File: src/rtl/assert_macros.svh
// assertion macros shared by the ramp generator rtl
`ifndef ASSERT_MACROS_SVH
`define ASSERT_MACROS_SVH

// concurrent check on clk, masked while rst_n is low
`define CHK_ON_CLK(label, prop, msg) \
  label: assert property (@(posedge clk) disable iff (!rst_n) prop) \
    else $error(msg);

// concurrent check on clk that also holds during reset
`define CHK_ALWAYS(label, prop, msg) \
  label: assert property (@(posedge clk) prop) else $error(msg);

`endif

File: src/rtl/stpramp_pkg.sv
// shared types and constants of the trapezoidal stepper ramp generator
package stpramp_pkg;

  // fixed field widths
  localparam int PERIOD_W   = 16;
  localparam int TARGET_W   = 32;
  localparam int POS_W      = 32;
  localparam int RAMP_W     = 32;
  localparam int IN_DATA_W  = 32;
  localparam int OUT_USED_W = 51;
  localparam int OUT_DATA_W = 56;
  localparam int OUT_PAD_W  = OUT_DATA_W - OUT_USED_W;

  // parameter defaults
  localparam int DEF_FRAC_BITS = 8;
  localparam int DEF_POS_BITS  = 32;

  // register reset values
  localparam logic [PERIOD_W-1:0] START_PERIOD_RST = 16'd1600;
  localparam logic [PERIOD_W-1:0] MIN_PERIOD_RST   = 16'd20;

  // configuration register indexes
  localparam int CFG_ADDR_W = 1;
  localparam logic [CFG_ADDR_W-1:0] REG_START_PERIOD = 1'b0;
  localparam logic [CFG_ADDR_W-1:0] REG_MIN_PERIOD   = 1'b1;

  // input item kinds
  localparam logic MODE_MOVE = 1'b0;
  localparam logic MODE_TICK = 1'b1;

  // sequencer states
  typedef enum logic [3:0] {
    S_IDLE,
    S_MDIFF,
    S_MABS,
    S_STEP,
    S_RSEL,
    S_DCHK,
    S_DLOAD,
    S_DWAIT,
    S_DAPPLY,
    S_EMIT
  } state_t;

endpackage

File: src/rtl/stpramp_div.sv
// bit-serial restoring divider, one quotient bit per cycle
module stpramp_div #(
  parameter int DVD_W = 25,
  parameter int DVS_W = 34
) (
  input  logic             clk,
  input  logic             rst_n,
  input  logic             start,
  input  logic [DVD_W-1:0] dividend,
  input  logic [DVS_W-1:0] divisor,
  output logic             busy,
  output logic             done,
  output logic [DVD_W-1:0] quotient
);

  localparam int CW    = (DVD_W + 1 > DVS_W) ? DVD_W + 1 : DVS_W;
  localparam int CNT_W = $clog2(DVD_W);
  localparam logic [CNT_W-1:0] LAST = CNT_W'(DVD_W - 1);

  logic [DVD_W-2:0] rem_r, rem_nxt;
  logic [DVD_W-1:0] quo_r, quo_nxt;
  logic [DVS_W-1:0] dvs_r, dvs_nxt;
  logic [CNT_W-1:0] cnt_r, cnt_nxt;
  logic             busy_r, busy_nxt;
  logic             done_r, done_nxt;

  logic [DVD_W-1:0] trial;
  logic [CW-1:0]    trial_ext;
  logic [CW-1:0]    dvs_ext;
  logic [CW-1:0]    diff;
  logic             ge;

  // one trial subtraction: partial remainder shifted with the next dividend bit
  always_comb begin
    trial     = {rem_r, quo_r[DVD_W-1]};
    trial_ext = CW'(trial);
    dvs_ext   = CW'(dvs_r);
    diff      = trial_ext - dvs_ext;
    ge        = (trial_ext >= dvs_ext);
  end

  // load on start, then shift one bit a cycle
  always_comb begin
    rem_nxt  = rem_r;
    quo_nxt  = quo_r;
    dvs_nxt  = dvs_r;
    cnt_nxt  = cnt_r;
    busy_nxt = busy_r;
    done_nxt = busy_r && (cnt_r == LAST);
    if (start && !busy_r) begin
      rem_nxt  = '0;
      quo_nxt  = dividend;
      dvs_nxt  = divisor;
      cnt_nxt  = '0;
      busy_nxt = 1'b1;
    end else if (busy_r) begin
      rem_nxt = ge ? diff[DVD_W-2:0] : trial[DVD_W-2:0];
      quo_nxt = {quo_r[DVD_W-2:0], ge};
      cnt_nxt = cnt_r + 1'b1;
      if (cnt_r == LAST) begin
        busy_nxt = 1'b0;
      end
    end
  end

  // control registers
  always_ff @(posedge clk) begin
    if (!rst_n) begin
      busy_r <= 1'b0;
      done_r <= 1'b0;
      cnt_r  <= '0;
    end else begin
      busy_r <= busy_nxt;
      done_r <= done_nxt;
      cnt_r  <= cnt_nxt;
    end
  end

  // shift registers
  always_ff @(posedge clk) begin
    rem_r <= rem_nxt;
    quo_r <= quo_nxt;
    dvs_r <= dvs_nxt;
  end

  assign busy     = busy_r;
  assign done     = done_r;
  assign quotient = quo_r;

endmodule

File: src/rtl/stepper_trapezoid_ramp.sv
// top level of the trapezoidal stepper ramp generator
//
//  channel | direction | beat contents
//  in_*    | slave     | tuser: mode; tdata: target
//  out_*   | master    | tdata: step_pulse, direction, period, position, move_done
//  cfg_*   | write     | cfg_addr selects start_period or min_period
//
// a move beat runs MDIFF and MABS, an idle tick goes straight to EMIT, a cruising
// tick runs STEP, RSEL and DCHK, a ramping tick (DCHK too when slowing) runs the
// bit-serial divider, one quotient bit per cycle over the 17 + FRAC_BITS bit doubled delay
// rst_n is synchronous; reset leaves the block idle with move_done high
// a result waits in the output register; a new beat is taken meanwhile, and
// the sequencer holds in its emit state only while that register is still full
`include "assert_macros.svh"

module stepper_trapezoid_ramp #(
  parameter int FRAC_BITS = stpramp_pkg::DEF_FRAC_BITS,
  parameter int POS_BITS  = stpramp_pkg::DEF_POS_BITS
) (
  input  logic                                   clk,
  input  logic                                   rst_n,
  // tdata: target [31:0]
  input  logic [stpramp_pkg::IN_DATA_W-1:0]      in_tdata,
  // tuser: mode [0]
  input  logic                                   in_tuser,
  input  logic                                   in_tvalid,
  output logic                                   in_tready,
  // tdata: step_pulse [0], direction [1], period [17:2], position [49:18],
  // move_done [50], zero fill [55:51]
  output logic [stpramp_pkg::OUT_DATA_W-1:0]     out_tdata,
  output logic                                   out_tvalid,
  input  logic                                   out_tready,
  input  logic                                   cfg_we,
  input  logic [stpramp_pkg::CFG_ADDR_W-1:0]     cfg_addr,
  input  logic [stpramp_pkg::PERIOD_W-1:0]       cfg_wdata
);

  localparam int DW    = stpramp_pkg::PERIOD_W + FRAC_BITS;
  localparam int DVD_W = DW + 1;
  localparam int DVS_W = stpramp_pkg::RAMP_W + 2;
  localparam logic [DW-1:0] DELAY_MAX = '1;

  stpramp_pkg::state_t state_r, state_nxt;

  // configuration
  logic [stpramp_pkg::PERIOD_W-1:0] start_period_r, min_period_r;

  // motion state
  logic [POS_BITS-1:0]            cur_position_r, cur_position_nxt;
  logic [POS_BITS-1:0]            total_steps_r, total_steps_nxt;
  logic [POS_BITS-1:0]            steps_issued_r, steps_issued_nxt;
  logic [POS_BITS-1:0]            ramp_up_r, ramp_up_nxt;
  logic [stpramp_pkg::RAMP_W-1:0] ramp_index_r, ramp_index_nxt;
  logic [DW-1:0]                  delay_r, delay_nxt;
  logic                           dir_r, dir_nxt;
  logic                           done_r, done_nxt;

  // per-beat working registers
  logic [POS_BITS-1:0] target_r, target_nxt;
  logic [POS_BITS:0]   diff_r, diff_nxt;
  logic [POS_BITS-1:0] thr_r, thr_nxt;
  logic                accel_r, accel_nxt;
  logic                pulse_r, pulse_nxt;

  // output register
  logic [stpramp_pkg::OUT_DATA_W-1:0] out_data_r, out_data_nxt;
  logic                               out_tvalid_r, out_tvalid_nxt;

  // sequencer outputs
  logic in_accept;
  logic out_free;
  logic out_load;
  logic div_start;

  // divider
  logic             div_busy;
  logic             div_done;
  logic [DVD_W-1:0] div_quo;
  logic [DVS_W-1:0] div_dvs;

  // datapath helpers
  logic [POS_BITS:0]              tgt_ext, cur_ext, diff_neg;
  logic [DW-1:0]                  min_fixed;
  logic [DVD_W-1:0]               d_sub;
  logic [DW+1:0]                  d_sum;
  logic [stpramp_pkg::POS_W-1:0]  pos_out;

  assign in_accept = in_tvalid && in_tready;
  assign out_free  = !out_tvalid_r || out_tready;

  // next state
  always_comb begin
    state_nxt = state_r;
    case (state_r)
      stpramp_pkg::S_IDLE: begin
        if (in_accept) begin
          if (in_tuser == stpramp_pkg::MODE_MOVE) begin
            state_nxt = stpramp_pkg::S_MDIFF;
          end else if (done_r) begin
            state_nxt = stpramp_pkg::S_EMIT;
          end else begin
            state_nxt = stpramp_pkg::S_STEP;
          end
        end
      end
      stpramp_pkg::S_MDIFF:  state_nxt = stpramp_pkg::S_MABS;
      stpramp_pkg::S_MABS:   state_nxt = stpramp_pkg::S_EMIT;
      stpramp_pkg::S_STEP:   state_nxt = stpramp_pkg::S_RSEL;
      stpramp_pkg::S_RSEL: begin
        state_nxt = (ramp_up_r == '0) ? stpramp_pkg::S_DLOAD : stpramp_pkg::S_DCHK;
      end
      stpramp_pkg::S_DCHK: begin
        state_nxt = (steps_issued_r >= thr_r) ? stpramp_pkg::S_DLOAD : stpramp_pkg::S_EMIT;
      end
      stpramp_pkg::S_DLOAD:  state_nxt = stpramp_pkg::S_DWAIT;
      stpramp_pkg::S_DWAIT: begin
        if (div_done) begin
          state_nxt = stpramp_pkg::S_DAPPLY;
        end
      end
      stpramp_pkg::S_DAPPLY: state_nxt = stpramp_pkg::S_EMIT;
      stpramp_pkg::S_EMIT: begin
        if (out_free) begin
          state_nxt = stpramp_pkg::S_IDLE;
        end
      end
      default:               state_nxt = stpramp_pkg::S_IDLE;
    endcase
  end

  // sequencer outputs
  always_comb begin
    in_tready = 1'b0;
    div_start = 1'b0;
    out_load  = 1'b0;
    case (state_r)
      stpramp_pkg::S_IDLE:  in_tready = 1'b1;
      stpramp_pkg::S_DLOAD: div_start = 1'b1;
      stpramp_pkg::S_EMIT:  out_load  = out_free;
      default: begin
        in_tready = 1'b0;
      end
    endcase
  end

  // datapath helpers
  always_comb begin
    tgt_ext   = (POS_BITS + 1)'($signed(target_r));
    cur_ext   = (POS_BITS + 1)'($signed(cur_position_r));
    diff_neg  = -diff_r;
    min_fixed = {min_period_r, FRAC_BITS'(0)};
    d_sub     = {1'b0, delay_r} - div_quo;
    d_sum     = {2'b00, delay_r} + (DW + 2)'(div_quo);
    pos_out   = stpramp_pkg::POS_W'($signed(cur_position_r));
  end

  // divisor: 4n+1 while speeding up, 4n-1 while slowing down
  assign div_dvs = accel_r ? {ramp_index_r, 2'b01} : {ramp_index_r - 1'b1, 2'b11};

  // per-state register updates
  always_comb begin
    cur_position_nxt = cur_position_r;
    total_steps_nxt  = total_steps_r;
    steps_issued_nxt = steps_issued_r;
    ramp_up_nxt      = ramp_up_r;
    ramp_index_nxt   = ramp_index_r;
    delay_nxt        = delay_r;
    dir_nxt          = dir_r;
    done_nxt         = done_r;
    target_nxt       = target_r;
    diff_nxt         = diff_r;
    thr_nxt          = thr_r;
    accel_nxt        = accel_r;
    pulse_nxt        = pulse_r;
    case (state_r)
      stpramp_pkg::S_IDLE: begin
        if (in_accept) begin
          target_nxt = in_tdata[POS_BITS-1:0];
          pulse_nxt  = 1'b0;
        end
      end
      // signed distance from the current position
      stpramp_pkg::S_MDIFF: begin
        diff_nxt = tgt_ext - cur_ext;
      end
      // new move: direction, step total and start period
      stpramp_pkg::S_MABS: begin
        dir_nxt          = diff_r[POS_BITS];
        total_steps_nxt  = diff_r[POS_BITS] ? diff_neg[POS_BITS-1:0] : diff_r[POS_BITS-1:0];
        delay_nxt        = {start_period_r, FRAC_BITS'(0)};
        steps_issued_nxt = '0;
        ramp_index_nxt   = '0;
        ramp_up_nxt      = '0;
        done_nxt         = 1'b0;
      end
      // issue a step or finish the move
      stpramp_pkg::S_STEP: begin
        if (steps_issued_r < total_steps_r) begin
          pulse_nxt        = 1'b1;
          steps_issued_nxt = steps_issued_r + 1'b1;
          cur_position_nxt = dir_r ? cur_position_r - 1'b1 : cur_position_r + 1'b1;
        end else begin
          done_nxt = 1'b1;
        end
      end
      // pick the ramp phase
      stpramp_pkg::S_RSEL: begin
        if (ramp_up_r == '0) begin
          accel_nxt = 1'b1;
          if (ramp_index_r != '1) begin
            ramp_index_nxt = ramp_index_r + 1'b1;
          end
        end else begin
          thr_nxt = total_steps_r - ramp_up_r;
        end
      end
      // slowing down: step the index back, never below one
      stpramp_pkg::S_DCHK: begin
        if (steps_issued_r >= thr_r) begin
          accel_nxt      = 1'b0;
          ramp_index_nxt = (ramp_index_r > stpramp_pkg::RAMP_W'(1)) ?
                           ramp_index_r - 1'b1 : stpramp_pkg::RAMP_W'(1);
        end
      end
      // apply the quotient to the delay
      stpramp_pkg::S_DAPPLY: begin
        if (accel_r) begin
          delay_nxt = d_sub[DW-1:0];
          if (d_sub[DW-1:0] <= min_fixed) begin
            delay_nxt = min_fixed;
          end
          if ((d_sub[DW-1:0] <= min_fixed) || (steps_issued_r >= (total_steps_r >> 1))) begin
            ramp_up_nxt = steps_issued_r;
          end
        end else begin
          delay_nxt = (d_sum[DW+1:DW] != 2'b00) ? DELAY_MAX : d_sum[DW-1:0];
        end
      end
      default: ;
    endcase
  end

  // result beat
  always_comb begin
    out_data_nxt   = out_data_r;
    out_tvalid_nxt = out_tvalid_r && !out_tready;
    if (out_load) begin
      out_data_nxt   = {stpramp_pkg::OUT_PAD_W'(0), done_r, pos_out,
                        delay_r[DW-1:FRAC_BITS], dir_r, pulse_r};
      out_tvalid_nxt = 1'b1;
    end
  end

  // control and motion state registers
  always_ff @(posedge clk) begin
    if (!rst_n) begin
      state_r        <= stpramp_pkg::S_IDLE;
      start_period_r <= stpramp_pkg::START_PERIOD_RST;
      min_period_r   <= stpramp_pkg::MIN_PERIOD_RST;
      cur_position_r <= '0;
      total_steps_r  <= '0;
      steps_issued_r <= '0;
      ramp_up_r      <= '0;
      ramp_index_r   <= '0;
      delay_r        <= '0;
      dir_r          <= 1'b0;
      done_r         <= 1'b1;
      out_tvalid_r   <= 1'b0;
    end else begin
      state_r        <= state_nxt;
      cur_position_r <= cur_position_nxt;
      total_steps_r  <= total_steps_nxt;
      steps_issued_r <= steps_issued_nxt;
      ramp_up_r      <= ramp_up_nxt;
      ramp_index_r   <= ramp_index_nxt;
      delay_r        <= delay_nxt;
      dir_r          <= dir_nxt;
      done_r         <= done_nxt;
      out_tvalid_r   <= out_tvalid_nxt;
      if (cfg_we) begin
        case (cfg_addr)
          stpramp_pkg::REG_START_PERIOD: start_period_r <= cfg_wdata;
          stpramp_pkg::REG_MIN_PERIOD:   min_period_r   <= cfg_wdata;
          default: begin
            start_period_r <= start_period_r;
          end
        endcase
      end
    end
  end

  // working and payload registers
  always_ff @(posedge clk) begin
    target_r   <= target_nxt;
    diff_r     <= diff_nxt;
    thr_r      <= thr_nxt;
    accel_r    <= accel_nxt;
    pulse_r    <= pulse_nxt;
    out_data_r <= out_data_nxt;
  end

  // bit-serial divider for 2d / (4n +- 1)
  stpramp_div #(
    .DVD_W (DVD_W),
    .DVS_W (DVS_W)
  ) u_div (
    .clk      (clk),
    .rst_n    (rst_n),
    .start    (div_start),
    .dividend ({delay_r, 1'b0}),
    .divisor  (div_dvs),
    .busy     (div_busy),
    .done     (div_done),
    .quotient (div_quo)
  );

  assign out_tdata  = out_data_r;
  assign out_tvalid = out_tvalid_r;

  // checks
  `CHK_ON_CLK(a_issued_le_total, steps_issued_r <= total_steps_r, "steps issued exceed total")
  `CHK_ON_CLK(a_index_nonzero, div_start |-> (ramp_index_r != '0), "zero ramp index")
  `CHK_ON_CLK(a_div_start_free, div_start |-> !div_busy, "divider started while busy")
  `CHK_ON_CLK(a_out_from_emit, $rose(out_tvalid_r) |-> $past(out_load), "beat outside emit")

endmodule
File: config.mk
export PLATFORM = sky130hd
export DESIGN_NAME = stepper_trapezoid_ramp
export DESIGN_NICKNAME = d
export VERILOG_FILES = /design/src/rtl/stpramp_pkg.sv /design/src/rtl/stpramp_div.sv /design/src/rtl/stepper_trapezoid_ramp.sv
export VERILOG_INCLUDE_DIRS = /design/src /design/src/rtl
export SDC_FILE = /design/constraint.sdc
export NUM_CORES = 1
export LEC_CHECK = 0
export BUFFER_PORTS_ARGS = -buffer_cell sky130_fd_sc_hd__buf_4
export CORE_MARGIN = 2
export CORE_UTILIZATION = 25
export CTS_BUF_LIST = sky130_fd_sc_hd__clkbuf_8
export CTS_CLUSTER_DIAMETER = 120
export DETAILED_ROUTE_END_ITERATION = 6
export MAX_ROUTING_LAYER = met4
export PLACE_DENSITY_LB_ADDON = 0.1
export SYNTH_ARGS = -nofsm -noshare
export SYNTH_HDL_FRONTEND = slang
export SYNTH_SLANG_ARGS = --single-unit
File: constraint.sdc
create_clock -name clk -period 4.7 [get_ports clk]
set_input_delay 0.235 -clock clk [delete_from_list [all_inputs] [get_ports clk]]
set_output_delay 0.235 -clock clk [all_outputs]
set_load 0.1 [all_outputs]
==> metrics.yaml, run 1 <==
drive_above_1_share_pct: 14.2
synth-seq-cells: 462
max-slew-margin-rel_pct: 22.7
fmax_mhz: 216
io_pins: 113
setup_violations: 0
cts_tree: "built"
maxCapViolCount: 0
top_layer_used: "met4"
max_stage_delay_ps: 600
grt_overflow: 0
drt-initial-drc-count: 1451
yosysSeqAreaShare_pct: 37.3
via_per_inst: 4.78
synthCells: 3533
fin_crit_sh_pct: 98.3
drc: 0
avgSynthCellArea_um2: 8.60
hpwl_um: 76200
power_density_nw_per_um2: 384
syn-cell-area_um2: 30400
final_cell_mix: "348 x nand2_1, 293 x inv_1, 290 x a21oi_1"
path_class: "flop to flop"
end_kind: "flop"
core_um2: 120000
rsz0062_at_grt: "true"
pwr-share-clk_pct: 29.7
die-area_um2: 124000
period_needed_ps: 4620
htree_levels: 3
clock_sinks: 462
p_sw_share_pct: 36.9
clk_pin_slew_worst_paths_ps: 60
drtPass1Iterations: 5
finalHoldViolations: 0
die_w_um: 353
synth_ff_type: "dfxtp_1"
yosys_warnings: 0
fin_skew_ps: 35.7
routed_wl_um: 105000
synth_edf_count: 207
cp-start-kind: "flop"
clkLatencyLatePin_ps: 750
power_frac_seq_pct: 34.1
track_usage_pct: 16.9
p_total_w: 0.0142
max-clock-path-buffers: 3
synth_cell_type_count: 82
die_h_um: 353
start_util_pct: 25.3
via_count: 26210
holdWs_ps: 90.6
p_leak_nw: 14.8
wl_per_cell_um: 19.1
wl_met3_um: 3880
wl_met1_um: 50500
combPwrFrac_pct: 36.2
antenna_found_initial: 5
vdd_drop_max_v: 0.000202
cp.arrival_ps: 5200
grt_max_degree: 78
hp-class: "input port to flop"
grt_pass1_wl_um: 160000
worstPathMaxFanout: 8
dr_wl_met2_um: 48300
grt_pass1_vias: 25952
tightest_slew_ps: 1150
ys_top_cells_by_area: "edfxtp_1 20%, dfxtp_1 17%, ha_1 12%, a21oi_1 5.2%, nand2_1 4.3%"
yosys.area.top_type: "edfxtp_1"
slew_viol_final: 0
p_switching_w: 0.00525
cts_buffers: 94
area_delta_synth_final_pct: 21.7
cts_root_buf: "clkbuf_8"
antenna_left: 0
numPortBuffers: 107
worstPathRequired_ps: 5280
design.final.nets: 4130
synth.top_cell.area_share_pct: 20.5
internal_power_w: 0.00896
rows: 127
routabilityCongestion: 0.825
layout.cells.most_common: "nand2_1"
async_reset_ff_share_pct: 0
outcome: "finished clean"
worst_path_max_delay_cell: "or4b_4"
==> power groups by stage <==
stage	sequential, W	combinational, W	clock [W]
after CTS	0.00485	0.00497	0.00441
final	0.00484	0.00514	0.00421
after detailed placement	0.00493	0.00478	0
after global routing	0.00488	0.00564	0.00460
after floorplan	0.00497	0.00307	0
after global placement	0.00494	0.00481	0
==> registers in the layout, indices dropped and copies added (netlist names), 4 cells and up <==
| name | cells |
|---|---|
| out_tdata | 51 |
| diff_r | 33 |
| state_r | 4 |
| total_steps_r | 32 |
| delay_r | 24 |
| start_period_r | 16 |
| u_div.cnt_r | 5 |
| u_div.dvs_ext | 33 |
| steps_issued_r | 32 |
| cur_position_r | 32 |
| ramp_up_r | 32 |
| u_div.quotient | 25 |
| min_period_r | 16 |
| thr_r | 32 |
| ramp_index_r | 32 |
| target_r | 32 |
| u_div.rem_r | 24 |
==> cells in the mapped netlist (all sizes together) (13+ instances only) <==
cell     number
a211o        13
a211oi       61
a21o         90
a21oi       317
a221oi       14
a31oi        30
and2         17
and3         25
buf          40
clkbuf      132
dfxtp       255
edfxtp      207
ha          282
inv         274
mux2i        28
nand2       349
nand2b       69
nand3       105
nand4        46
nor2        288
nor2b        28
nor3         76
nor4         32
o2111ai      13
o211ai       24
o21a         25
o21ai       173
o21bai       17
o22ai        25
o31ai        23
or2          22
or3          42
xnor2       125
xor2         99
==> final cells by class <==
type | count | area [um2]
diodes | 4 | 10.0
clock buffers | 104 | 1430
clock inverters | 72 | 409
fillers | 12883 | 83300
inverters | 276 | 1040
multi-input cells | 2627 | 17900
flip-flops and latches | 462 | 11300
well taps | 1612 | 2020
repair buffers | 326 | 2820
==> through the flow <==
| step | utilization, % | cell area (um2) | TNS [ps] | std cells | worst slack (ps) |
|---|---|---|---|---|---|
| after floorplan | - | 30400 | 0 | 3537 | 8.65 |
| after global placement | 28.1 | 33800 | -8570 | 5230 | -257 |
| after detailed placement | 28.1 | 33800 | -13480 | 5230 | -360 |
| after CTS | 30.3 | 36500 | 0 | 5469 | 2.60 |
| after global routing | 30.7 | 37000 | -3400 | 5483 | -128 |
| final | 30.7 | 37000 | 0 | 5483 | 79.0 |
==> what timing repair did <==
| action | CTS | global route |
|---|---|---|
| cloned | 2 | 3 |
| setup endpoints to repair | 50 | 41 |
| hold endpoints to repair | 67 | 0 |
| resized for setup | 32 | 82 |
| buffers inserted | 8 | 8 |
| pin swaps | 21 | 35 |
| hold buffers | 53 | 0 |
==> critical path, delay by kind of cell (launching register included) <==
| family | cells | cell delay, ps |
|---|---|---|
| AND/OR/NAND/NOR | 8 | 1440 |
| adder cells (fa/ha/maj) | 3 | 790 |
| XOR/XNOR | 1 | 90 |
| AO/OA/AOI/OAI | 7 | 1100 |
| buffers and inverters | 6 | 710 |
| flip-flops | 1 | 320 |
==> per-layer routing <==
layer	GRT usage [%]	up-vias
met5	-	-
met4	4.58	0
met3	2.45	148
met2	26.9	457
met1	22.4	12424
li1	-	13181
==> path summary, 6_finish.rpt <==
check | start | cells after the start | slack [ps] | end
setup reg to reg | delay_r[0] | 25 | 80 | ramp_up_r[15]
hold reg to reg | start_period_r[3] | 2 | 460 | start_period_r[3]
hold / removal | in_tvalid | 5 | 90 | state_r[0]
setup / recovery | delay_r[0] | 25 | 80 | ramp_up_r[15]
==> kinds of logic after synthesis <==
family          after synthesis  share of synthesized area [%]
mux                          35                           1.18
buf+inv                     448                           5.72
flops                       462                           37.3
xor+xnor                    224                           6.46
fa+ha+maj                   288                           12.0
other cells                   1                         0.0123
compound gates              938                           19.6
simple gates               1137                           17.7
Power figures use the tool's default switching activity.
==> run 2, diff against run 1 <==
- SYNTH_HIERARCHICAL: unset -> 1
- clock period: 4.7 -> 5.9 ns (I/O delays scaled with it)
==> run 2 against run 1 <==
Core utilization decreased by 1.3 points; fmax down 14%; area after synthesis up 1.4%; setup slack improved by 440 ps; via count fell by 1.5%; combinational power shrank 49%; largest power group is now sequential cells; clock-buffer cell count is 13 higher.
==> metrics.yaml, run 2 <==
outcome: "finished clean"
track_usage_pct: 16.1
grt_pass1_wl_um: 156000
async_reset_ff_share_pct: 0
ys_top_cells_by_area: "edfxtp_1 20%, dfxtp_1 17%, ha_1 11%, a21oi_1 4.5%, nand2_1 4.5%"
start_util_pct: 25.2
antenna_left: 0
hp-class: "input port to flop"
largest_register_ffs: 51
yosys.area.top_type: "edfxtp_1"
via_per_inst: 4.81
min_path_cells: 5
wl_per_cell_um: 18.5
synth_edf_count: 209
final_cell_mix: "371 x nand2_1, 315 x inv_1, 282 x ha_1"
path_class: "flop to flop"
layout.cells.most_common: "nand2_1"
hpwl_um: 71900
fin_util_pct: 29.5
fmax_mhz: 186
routabilityCongestion: 0.843
cp.arrival_ps: 6050
synthCells: 3514
power_density_nw_per_um2: 275
cts_root_buf: "clkbuf_8"
clkLatencyLatePin_ps: 800
drt-initial-drc-count: 1403
cp-start-kind: "flop"
rsz0062_at_grt: "false"
die_h_um: 355
setup_violations: 0
synth_cell_type_count: 95
yosys-top-cells-count: "371 x nand2_1, 282 x ha_1, 279 x a21oi_1"
synth_most_common_cell: "nand2_1"
ff2ff_path_depth: 25
tightest_slew_ps: 1030
synth.top_cell.area_share_pct: 20.4
area_delta_synth_final_pct: 16.8
routed_wl_um: 99200
fin_crit_sh_pct: 91.1
synth_ff_type: "dfxtp_1"
antenna_found_initial: 1
htree_levels: 3
grt_max_degree: 67
drtPass1Iterations: 5
syn-cell-area_um2: 30800
clk_pin_slew_worst_paths_ps: 60
worstPathMaxFanout: 12
p_total_w: 0.00990
worst_path_max_delay_cell: "fa_1"
numPortBuffers: 107
clock_sinks: 463
finalSetupTns_ps: 0
design.final.nets: 4002
grt_overflow: 0
max_stage_delay_ps: 420
end_kind: "flop"
p_leak_nw: 14.4
finalHoldViolations: 0
period_needed_ps: 5380
yosys_warnings: 6
worstPathRequired_ps: 6570
max-clock-path-buffers: 3
core_um2: 122000
fillers: 13095
slew_viol_final: 0
fin_skew_ps: 56.7
multi_input_area_um2: 17800
drive_above_1_share_pct: 11.2
vdd_drop_max_v: 0.000183
grt_pass1_vias: 25843
maxCapViolCount: 0
via_count: 25825
max-slew-margin-rel_pct: 30.9
regArea_um2: 11400
cts_tree: "built"
avgSynthCellArea_um2: 8.77
synth-seq-cells: 463
yosysSeqAreaShare_pct: 36.9
die_w_um: 355
die-area_um2: 126000
rows: 128
drc: 0
cts_buffers: 96
post-cts-setup-buffers: 0
io_pins: 113
## run 2: cell count changes after synthesis, sizes merged, moves of 17 or more
cell and change:
a21oi -36, xnor2 -23, nand3 -25, nand2 +22, nor2 -32, nand2b -37
mux2 +51, o22ai -17, o31ai +23, a22o +18, o311ai +26
## run 2: logic make-up (layout without fill, tap and decap cells)
logic type	count (synthesis)	in the layout	synth area share (%)
adder cells (fa/ha/maj)	288	288	11.8
flip-flops	463	463	36.9
XOR/XNOR	188	188	5.35
other	2	9	0.0244
multiplexers	75	75	2.71
AO/OA/AOI/OAI	961	961	20.6
buffers and inverters	448	670	5.74
AND/OR/NAND/NOR	1089	1089	16.8
## run 2: worst paths after layout
path | slack, ps | end | startpoint
setup / recovery | 520 | delay_r[16] | delay_r[0]
hold / removal | 120 | start_period_r[3] | cfg_we
setup reg to reg | 520 | delay_r[16] | delay_r[0]
hold reg to reg | 420 | out_tdata[0] | pulse_r
## run 2: metrics by stage
stage	area [um2]	hold slack (ps)	setup slack (ps)	std cells
6_report	36000	125	523	5368
5_1_grt	36000	95.7	29.2	5367
4_1_cts	36000	36.7	432	5366
3_5_place_dp	33400	412	471	5127
3_3_place_gp	33400	402	574	5127
2_1_floorplan	30800	394	952	3519
## run 2: timing repair
action | in CTS | in global routing
endpoints found under the hold margin | 92 | 0
setup endpoints to repair | 0 | 1
gates resized for setup | 0 | 2
hold buffers | 59 | 0
## run 2: critical path: cells and delay by family, from the launching register on
kind | cells | cell delay (ps)
AOI/OAI and AO/OA | 9 | 2150
xor gates and xnor gates | 1 | 120
adders and majority gates | 3 | 880
buffers and inverters | 4 | 590
DFF | 1 | 320
and+or+nand+nor | 8 | 1210
## run 2: report_power, final
| group | total, W | leakage [nW] | internal [W] | switching (W) |
|---|---|---|---|---|
| logic | 0.00262 | 9.23 | 0.000999 | 0.00162 |
| clock network | 0.00352 | 1.14 | 0.00186 | 0.00166 |
| registers | 0.00376 | 3.99 | 0.00360 | 0.000162 |
## run 2: per-layer routing
metal / track usage (%) / up-vias / routed length, um
li1: - / 13072 / -
met1: 22.8 / 12174 / 51000
met2: 23.9 / 451 / 42600
met3: 2.12 / 128 / 3590
met4: 4.46 / 0 / 2070
met5: - / - / 0
## run 2: cell type report
cell class / instances / share of cell area (%)
Antenna cell: 2 / 0.0139
Clock buffer: 117 / 4.48
Clock inverter: 63 / 0.978
Timing Repair Buffer: 211 / 4.92
Multi-Input combinational cell: 2608 / 49.4
Inverter: 279 / 2.93
Sequential cell: 463 / 31.6
Tap cell: 1625 / 5.65
==> run 3, diff against run 2 <==
- MAX_ROUTING_LAYER: met4 -> unset
==> run 3 against run 2 <==
Setup slack lost 25 ps; largest cell class unchanged; via count is essentially flat; non-clock buffer count is the same; flip-flop and latch count is the same; total power is essentially flat; fmax shrank 0.46%; worst hold slack gained 1.6 ps; wire length is essentially flat; final cell count is the same; core utilization is the same; clock skew grew 3.2 ps; critical path type unchanged; sequential share of layout area is the same.
==> metrics.yaml, run 3 (same netlist as run 2, synthesis figures left out) <==
slew_viol_final: 0
die-area_um2: 126000
clock_sinks: 463
start_util_pct: 25.2
final_cell_mix: "371 x nand2_1, 315 x inv_1, 282 x ha_1"
max-slew-margin-rel_pct: 31.1
worstPathRequired_ps: 6570
end_kind: "flop"
crit_buf_inv: 4
p_leak_nw: 14.4
fin_util_pct: 29.5
hpwl_um: 71900
drt-initial-drc-count: 1380
fillers: 13095
grt_pass1_vias: 25830
worst_path_max_delay_cell: "fa_1"
path_delay_family: "compound AO/OA/AOI/OAI gates"
routabilityCongestion: 0.830
combPwrFrac_pct: 26.4
outcome: "finished clean"
max_stage_delay_ps: 430
dp_worst_setup_slack_ps: 471
power_density_nw_per_um2: 275
largest_register_ffs: 51
p_switching_w: 0.00343
clk_pin_slew_worst_paths_ps: 60
rows: 128
antenna_left: 0
cp.arrival_ps: 6070
regArea_um2: 11400
wl_per_cell_um: 18.5
tightest_slew_ps: 1030
path_class: "flop to flop"
core_um2: 122000
drtPass1Iterations: 5
maxCapViolCount: 0
antenna_found_initial: 1
p_sw_share_pct: 34.7
via_per_inst: 4.81
finalSetupTns_ps: 0
post-cts-setup-buffers: 0
numPortBuffers: 107
pwr-share-clk_pct: 35.5
grt_pass1_wl_um: 156000
fmax_mhz: 185
fin_skew_ps: 59.9
htree_levels: 3
power_frac_seq_pct: 38.0
fin_ws_ps: 498
drc: 0
clkLatencyLatePin_ps: 800
cp-start-kind: "flop"
design.final.nets: 4002
layout.cells.most_common: "nand2_1"
via_count: 25814
period_needed_ps: 5400
hp-class: "input port to flop"
finalHoldViolations: 0
internal_power_w: 0.00646
vdd_drop_max_v: 0.000182
grt_max_degree: 67
grt_overflow: 0
area_delta_synth_final_pct: 16.8
max-clock-path-buffers: 3
rsz0062_at_grt: "false"
setup_violations: 0
drive_above_1_share_pct: 11.2
multi_input_area_um2: 17800
routed_wl_um: 99200
cts_root_buf: "clkbuf_8"
cts_tree: "built"
worstPathMaxFanout: 12
die_h_um: 355
fin_crit_sh_pct: 91.6
die_w_um: 355
cts_buffers: 96
io_pins: 113
track_usage_pct: 15.6
## run 3: cell counts in the layout (fill, tap and decap cells not counted)
Identical to the previous run, type by type.
## run 3: tightest hold or removal path, cell delays in order
cell,delay (ps)
buf_4,120
nor2b_1,120
buf_4,190
nand2_1,80
a21oi_1,50
## run 3: timing repair
item,4_1_cts,5_1_grt
hold endpoints to repair,92,0
setup endpoints to repair,0,1
resized for setup,0,2
hold buffers,59,0
## run 3: power groups by stage
stage	combinational [W]	sequential [W]	clock [W]
after global routing	0.00292	0.00378	0.00381
after global placement	0.00262	0.00383	0
final	0.00262	0.00376	0.00351
after CTS	0.00264	0.00376	0.00368
after detailed placement	0.00260	0.00383	0
after floorplan	0.00181	0.00384	0
## run 3: area by class of cell
type / instances / share of cell area, %
Antenna cell: 2 / 0.0139
Sequential cell: 463 / 31.6
Multi-Input combinational cell: 2608 / 49.4
Inverter: 279 / 2.93
Clock buffer: 117 / 4.48
Timing Repair Buffer: 211 / 4.92
Clock inverter: 63 / 0.978
Tap cell: 1625 / 5.65
## run 3: routing by layer
| layer | vias to the layer above | GRT usage, % | routed length (um) |
|---|---|---|---|
| met5 | - | 0 | 0 |
| met4 | 0 | 4.46 | 2080 |
| met3 | 120 | 2.20 | 3570 |
| met2 | 443 | 24.0 | 42600 |
| met1 | 12193 | 22.7 | 51000 |
| li1 | 13058 | - | - |
## run 3: per-stage QoR
step	power (W)	instances	hold slack (ps)	instance area, um2
after floorplan	0.00565	3519	394	30800
after global routing	0.0105	5367	98.2	36000
final	0.00989	5368	127	36000
after detailed placement	0.00643	5127	412	33400
after global placement	0.00645	5127	402	33400
after CTS	0.0101	5366	36.7	36000
## run 3: worst paths after layout
kind                                  from                 to  slack, ps  cells after the start
worst max-delay path            delay_r[0]        delay_r[16]        500                     25
worst min-delay path                cfg_we  start_period_r[3]        130                      5
worst max register to register  delay_r[0]        delay_r[16]        500                     25
worst min register to register     pulse_r       out_tdata[0]        430                      0
